[config.mk]
export PLATFORM = sky130hd
export DESIGN_NAME = yaz_ctrl
export DESIGN_NICKNAME = d
export VERILOG_FILES = /design/src/hdl/yaz_pkg.sv /design/src/hdl/yaz_ctrl.sv
export SDC_FILE = /design/constraint.sdc
export NUM_CORES = 1
export LEC_CHECK = 0
export ABC_AREA = 1
export ABC_CLOCK_PERIOD_IN_PS = 1300
export BUFFER_PORTS_ARGS = -buffer_cell sky130_fd_sc_hd__buf_2
export CORE_AREA = 2 2 39 41
export CTS_CLUSTER_DIAMETER = 40
export DETAILED_ROUTE_END_ITERATION = 16
export DIE_AREA = 0 0 41 43
export SETUP_SLACK_MARGIN = 0.5
export SLEW_MARGIN = 20
export SYNTH_ARGS = -nofsm -noshare
export SYNTH_HDL_FRONTEND = slang
export SYNTH_SLANG_ARGS = --single-unit
[constraint.sdc]
create_clock -name clk -period 1.3 [get_ports clk]
set_input_delay 0.13 -clock clk [delete_from_list [all_inputs] [get_ports clk]]
set_output_delay 0.13 -clock clk [all_outputs]
set_load 0.1 [all_outputs]
[src/hdl/yaz_pkg.sv]
// Shared types and constants for the Yaz-style LZ decompressor.
`timescale 1ns / 1ps
`default_nettype none

package yaz_pkg;

	localparam int HISTORY_DEPTH = 4096;
	localparam int DIST_W        = 12;
	localparam int COUNT_W       = 17;
	localparam int LEN_W         = 9;

	localparam logic [LEN_W-1:0] LONG_LEN_BIAS   = 9'h12;
	localparam logic [LEN_W-1:0] SHORT_LEN_BIAS  = 9'd2;
	localparam logic [3:0]       FLAGS_PER_GROUP = 4'd8;
	localparam logic [3:0]       LITERAL_COUNT   = 4'd1;
	localparam logic [3:0]       BAD_REF_COUNT   = 4'd0;

	typedef struct packed {
		logic [7:0] code_byte;
		logic       start_of_stream;
	} in_beat_t;

	typedef struct packed {
		logic [63:0] out_bytes;
		logic [3:0]  byte_count;
		logic        last_of_run;
		logic        stream_done;
		logic        bad_reference;
	} out_beat_t;

	typedef struct packed {
		logic clear;
		logic load_flags;
		logic literal;
		logic load_ref_hi;
		logic load_ref_lo;
		logic load_len;
		logic emit_bad;
		logic copy_go;
	} ctrl_cmd_t;

	typedef struct packed {
		logic done;
		logic exp_zero;
		logic flag_bit;
		logic flags_last;
		logic flags_empty;
		logic long_code;
		logic bad_ref;
		logic copy_busy;
		logic out_free;
	} dp_status_t;

endpackage

`default_nettype wire

[src/hdl/yaz_ctrl.sv]
// Decode controller: tracks the token phase and sequences copies.
`timescale 1ns / 1ps
`default_nettype none

module yaz_ctrl (
	input  wire logic                clk,
	input  wire logic                arst_n,
	input  wire logic                in_valid,
	input  wire logic                start_of_stream,
	input  wire yaz_pkg::dp_status_t status,
	output logic                     in_stall,
	output yaz_pkg::ctrl_cmd_t       cmd
);

	typedef enum logic [2:0] {
		ST_FLAG,
		ST_ITEM,
		ST_REF2,
		ST_LEN,
		ST_START,
		ST_COPY,
		ST_HALT
	} state_t;

	state_t state_q;
	state_t state_d;
	state_t eff_state;
	logic   open;
	logic   accept;
	logic   done_eff;

	always_comb begin
		open      = (state_q != ST_START) && (state_q != ST_COPY);
		in_stall  = !open || !status.out_free;
		accept    = in_valid && !in_stall;
		// a new stream restarts at the flag byte
		eff_state = start_of_stream ? ST_FLAG : state_q;
		done_eff  = start_of_stream ? status.exp_zero : status.done;
		cmd       = '0;
		state_d   = state_q;
		cmd.clear = accept && start_of_stream;

		unique case (state_q)
			ST_START: begin
				if (status.bad_ref) begin
					if (status.out_free) begin
						cmd.emit_bad = 1'b1;
						state_d      = ST_HALT;
					end
				end else begin
					cmd.copy_go = 1'b1;
					state_d     = ST_COPY;
				end
			end
			ST_COPY: begin
				if (!status.copy_busy) begin
					state_d = status.flags_empty ? ST_FLAG : ST_ITEM;
				end
			end
			default: begin
				if (accept) begin
					state_d = eff_state;
					unique case (eff_state)
						ST_FLAG: begin
							if (!done_eff) begin
								cmd.load_flags = 1'b1;
								state_d        = ST_ITEM;
							end
						end
						ST_ITEM: begin
							if (!done_eff) begin
								if (status.flag_bit) begin
									cmd.literal = 1'b1;
									state_d     = status.flags_last ? ST_FLAG : ST_ITEM;
								end else begin
									cmd.load_ref_hi = 1'b1;
									state_d         = ST_REF2;
								end
							end
						end
						ST_REF2: begin
							cmd.load_ref_lo = 1'b1;
							state_d         = status.long_code ? ST_LEN : ST_START;
						end
						ST_LEN: begin
							cmd.load_len = 1'b1;
							state_d      = ST_START;
						end
						default: begin
							// halted: byte dropped
						end
					endcase
				end
			end
		endcase
	end

	always_ff @(posedge clk or negedge arst_n) begin
		if (!arst_n) begin
			state_q <= ST_FLAG;
		end else begin
			state_q <= state_d;
		end
	end

endmodule

`default_nettype wire

# --- Word level (Yosys, flattened, before mapping) ---
# Index checks and enable logic that the tools add are counted.
word_totals:
  reg_bits: 3
  elab_cells: 49
  in_bits: 13
  out_inout_bits: 9
classes:
  n_reduce_logical: 11
  mux: 28
  n_eq_ne: 9
op_table:
  columns: ["operator", "count"]
  rows:
  - ["two-way mux 3 bit", 8]
  - ["two-way mux 1 bit", 12]
  - ["one-hot mux 3 bit (4 select lines)", 1]
  - ["two-way mux 5 bit", 2]
  - ["inequality test 3 bit, second input constant", 3]
  - ["two-way mux 2 bit", 4]
  - ["== test 3 x 2 -> 1 bit, second input constant", 2]
  - ["== test 3 bit, second input constant", 2]
  - ["one-hot mux 3 bit (2 select lines)", 1]
  - ["== test 3 x 1 -> 1 bit, second input constant", 1]
  - ["logical AND 1 bit", 3]
  - ["zero test 1 bit", 3]
  - ["zero test 3 bit", 1]
  - ["AND reduction 3 bit", 1]
  - ["nonzero test 3 bit", 1]
  - ["inequality test 2 bit, second input constant", 1]
  - ["OR reduction 2 bit", 1]
  - ["logical OR 1 bit", 1]

# --- Longest topological paths before layout ---
logic_depth:
  depth_word: 8
  mapped_depth: 8
  depth_no_buf: 8

# --- Worst setup path after synthesis ---
# Ideal clock, no wire load.
synth_timing:
  path_kind: "reg-to-output"
  from: "register state_q[2]"
  to: "output cmd[3] in the netlist's numbering"
  required_time_ns: 1.170
  n_path_buf: 0
  path_slack_ns: -2.328
  path_stages_with_launch: 4
  arrival_time_ns: 3.498
  path_cell_list: "dfrtp_1 nand2_4 nand3_4 nor4_1"
synth_lines:
  columns: ["element", "line_no", "text"]
  rows:
  - ["from (decl)", "yaz_ctrl.sv:25", "state_t state_q;"]
  - ["from (signal assigned)", "yaz_ctrl.sv:102", "state_q <= state_d;"]
  - ["to (decl)", "yaz_ctrl.sv:12", "output yaz_pkg::ctrl_cmd_t cmd"]

==> flow_summary.ini <==
[status]
run_status = complete, but fails checks
violated_checks = setup timing

[global_routing]
via_count_of_the_first_global_routing_pass = 519
grt_max_degree = 8
grtUsageTotal = 0.156
grt_first_pass_wirelength_um = 1950
grt_antenna_before_repair = 0
gr-total-overflow = 0

[timing]
slack_of_the_critical_path_ns = -0.232
timing.max_slew.rel_slack = 0.773
timing.final.max_slew_violations = 0
fmaxAchievable_mhz = 653
finalCritPeriodShare = 1.18
clock_skew_ns = 0.00561
period_needed_ns = 1.53
finalHoldViolCount = 0
worst_pin_slew_ns = 0.337
rsz0062_at_grt = true
setup_viol_count_final = 12

[yosys]
ys_top_cells_by_area = sky130_fd_sc_hd__dfrtp_1 18%, sky130_fd_sc_hd__nand2_1 18%, sky130_fd_sc_hd__inv_1 12%
mappedNetlistArea_um2 = 425
synth_top_area_share = 0.176
mappedNetlistNets = 88
synth_largest_area_cell = sky130_fd_sc_hd__dfrtp_1
synth-seq-area-share = 0.176
yosys_register_bits = 3
avgSynthCellArea_um2 = 5.67
yosys.cell_types.count = 18
synthCells = 75
yosysWarnings = 0

[setup_path]
crit_required_ns = 1.17
path_delay_family = simple AND/OR/NAND/NOR gates
worstPathCellList = inv_2 -> nand2_4 -> nor2_4 -> nand3b_1 -> nor2_4 -> buf_12
timing.critical_path.slowest_cell_delay_ns = 0.38
critical_path.startpoint_type = flop
cp_data_arrival_time_ns = 1.40
setup.worst_path.end_class = output pin
critical_path_class = flop to output pin
critical_path.n_buffers_inverters = 2
critical-path-slowest-cell = sky130_fd_sc_hd__dfrtp_1
timing.critical_path.mode_cell = sky130_fd_sc_hd__nor2_4
worstPathMaxFanout = 4

[clocking]
clk_path_buf_depth = 2
tritoncts = done
root_buffer = sky130_fd_sc_hd__clkbuf_4
cts_inserted_buffers = 3
ctsHtreeMaxLevel = 1
worst_skew_pair_later_pin_latency_ns = 0.23
tritoncts_num_sinks = 3
clkSlewWorstSetupHoldPaths_ns = 0.04

[pwr]
totalPowerFinal_mw = 1.50
p_per_area_mw_per_mm2 = 1650
leakage_nw = 0.428
ir_worst_vdd_uv = 871

[route]
postRouteWirelength_um = 1230
routed_via_density = 4.44
remaining_drc_errors = 0
via_count = 568
avgRoutedWirePerCell_um = 9.62
drt-pass1-iter-count = 4
drt_iter0_drcs = 1
antenna_left = 0

[cells_and_area]
mostFrequentLayoutCell = sky130_fd_sc_hd__nand2_1
fill_cells = 120
final_cell_count_no_fill = 128
largest_register_ffs = 3
mostFrequentLayoutCells = 15 x sky130_fd_sc_hd__nand2_1, 12 x sky130_fd_sc_hd__buf_2, 10 x sky130_fd_sc_hd__inv_1, 9 x sky130_fd_sc_hd__buf_12, 9 x sky130_fd_sc_hd__buf_4
final_layout_size_suffix_gt1_frac = 0.563
layout-area-overhead-vs-synth_pct = 114
antenna_cells = 0
top_registers = state_q (3)
finalNetCount = 126
regMostFlops = state_q

[die]
core.rowCount = 14
floorplan.initialDensity = 0.307
floorplan.io_pins = 22
full_die_area_mm2 = 0.00176
die_h_um = 43
core_area_mm2 = 0.00138
die-width_um = 41

[place]
gpl.final_weighted_congestion = 0.825
place.port_buffers = 21
dp.cells = 116
half_perimeter_wire_length_after_placement_um = 957

[flow_run]
max-cap-violations = 0

[hold_path]
hold_path_class = primary input to async pin
==> per-layer routing <==
layer,part of all wire,track usage
met4,0,0.0400
met1,0.38,0.192
met2,0.56,0.278
met5,0,0
met3,0.055,0.00524
==> where the power goes <==
part | internal (mW) | leakage (nW) | switching, mW
combinational | 0.457 | 0.379 | 0.697
clock | 0.115 | 0.0150 | 0.0469
sequential | 0.145 | 0.0346 | 0.0360
total | 0.717 | 0.428 | 0.780
==> worst paths after layout <==
| check | cells after the start | end | startpoint | slack (ns) |
|---|---|---|---|---|
| max in group asynchronous | 2 | state_q[2] | arst_n | 0.95 |
| min | 2 | state_q[0] | arst_n | 0.23 |
| max reg2reg | 10 | state_q[0] | state_q[1] | -0.12 |
| min reg2reg | 3 | state_q[2] | state_q[2] | 0.68 |
| max | 6 | cmd[4] | state_q[1] | -0.23 |
| min in group clk | 5 | state_q[2] | status[1] | 0.29 |
==> cells in the mapped netlist <==
master,instances
sky130_fd_sc_hd__nor2_1,13
sky130_fd_sc_hd__dfrtp_1,3
sky130_fd_sc_hd__nand2_4,1
sky130_fd_sc_hd__a21oi_1,1
sky130_fd_sc_hd__o21ai_1,1
sky130_fd_sc_hd__nand2_1,20
sky130_fd_sc_hd__nand3b_1,2
sky130_fd_sc_hd__nand4_1,2
sky130_fd_sc_hd__o21ai_0,3
sky130_fd_sc_hd__o211ai_1,1
sky130_fd_sc_hd__inv_1,14
sky130_fd_sc_hd__nand3_1,6
sky130_fd_sc_hd__nor2_4,1
sky130_fd_sc_hd__nand3_4,1
sky130_fd_sc_hd__clkbuf_2,1
sky130_fd_sc_hd__nor4_1,1
sky130_fd_sc_hd__nor2_2,2
sky130_fd_sc_hd__nand3_2,2
==> per-stage QoR <==
step / area, µm² / TNS, ns / setup WS [ns] / hold slack (ns) / util
after floorplan: 479 / -2.42 / -0.540 / -0.166 / -
after global placement: 769 / 0 / 0.00754 / -0.0743 / 0.556
after detailed placement: 769 / -0.0363 / -0.0281 / -0.0731 / 0.556
after CTS: 856 / -1.48 / -0.222 / 0.231 / 0.618
after global routing: 908 / -2.54 / -0.306 / 0.268 / 0.656
final: 908 / -1.75 / -0.232 / 0.230 / 0.656
==> logic make-up (layout without fill, tap and decap cells) <==
kind of cell           after synthesis  count (layout)  share of synthesized area
AO/OA/AOI/OAI                        6               6                     0.0764
AND/OR/NAND/NOR                     51              51                      0.612
flip-flops                           3               3                      0.176
buffers and inverters               15              52                      0.135
==> layout make-up <==
| type | instances | area [µm²] | share of cell area |
|---|---|---|---|
| well taps | 16 | 20.0 | 0.0220 |
| inverters | 14 | 52.6 | 0.0579 |
| repair buffers | 34 | 352 | 0.387 |
| multi-input cells | 57 | 382 | 0.420 |
| clock buffers | 4 | 26.3 | 0.0289 |
| flip-flops and latches | 3 | 76.3 | 0.0840 |
==> timing repair <==
item / 4_1_cts / 5_1_grt
pin swaps: 6 / 7
gates cloned: 0 / 0
endpoints found under the setup margin: 12 / 12
endpoints found under the hold margin: 3 / 0
gates resized for setup: 6 / 11
setup buffers: 5 / 2
hold buffers: 1 / 0
(Power assumes the default switching activity.)
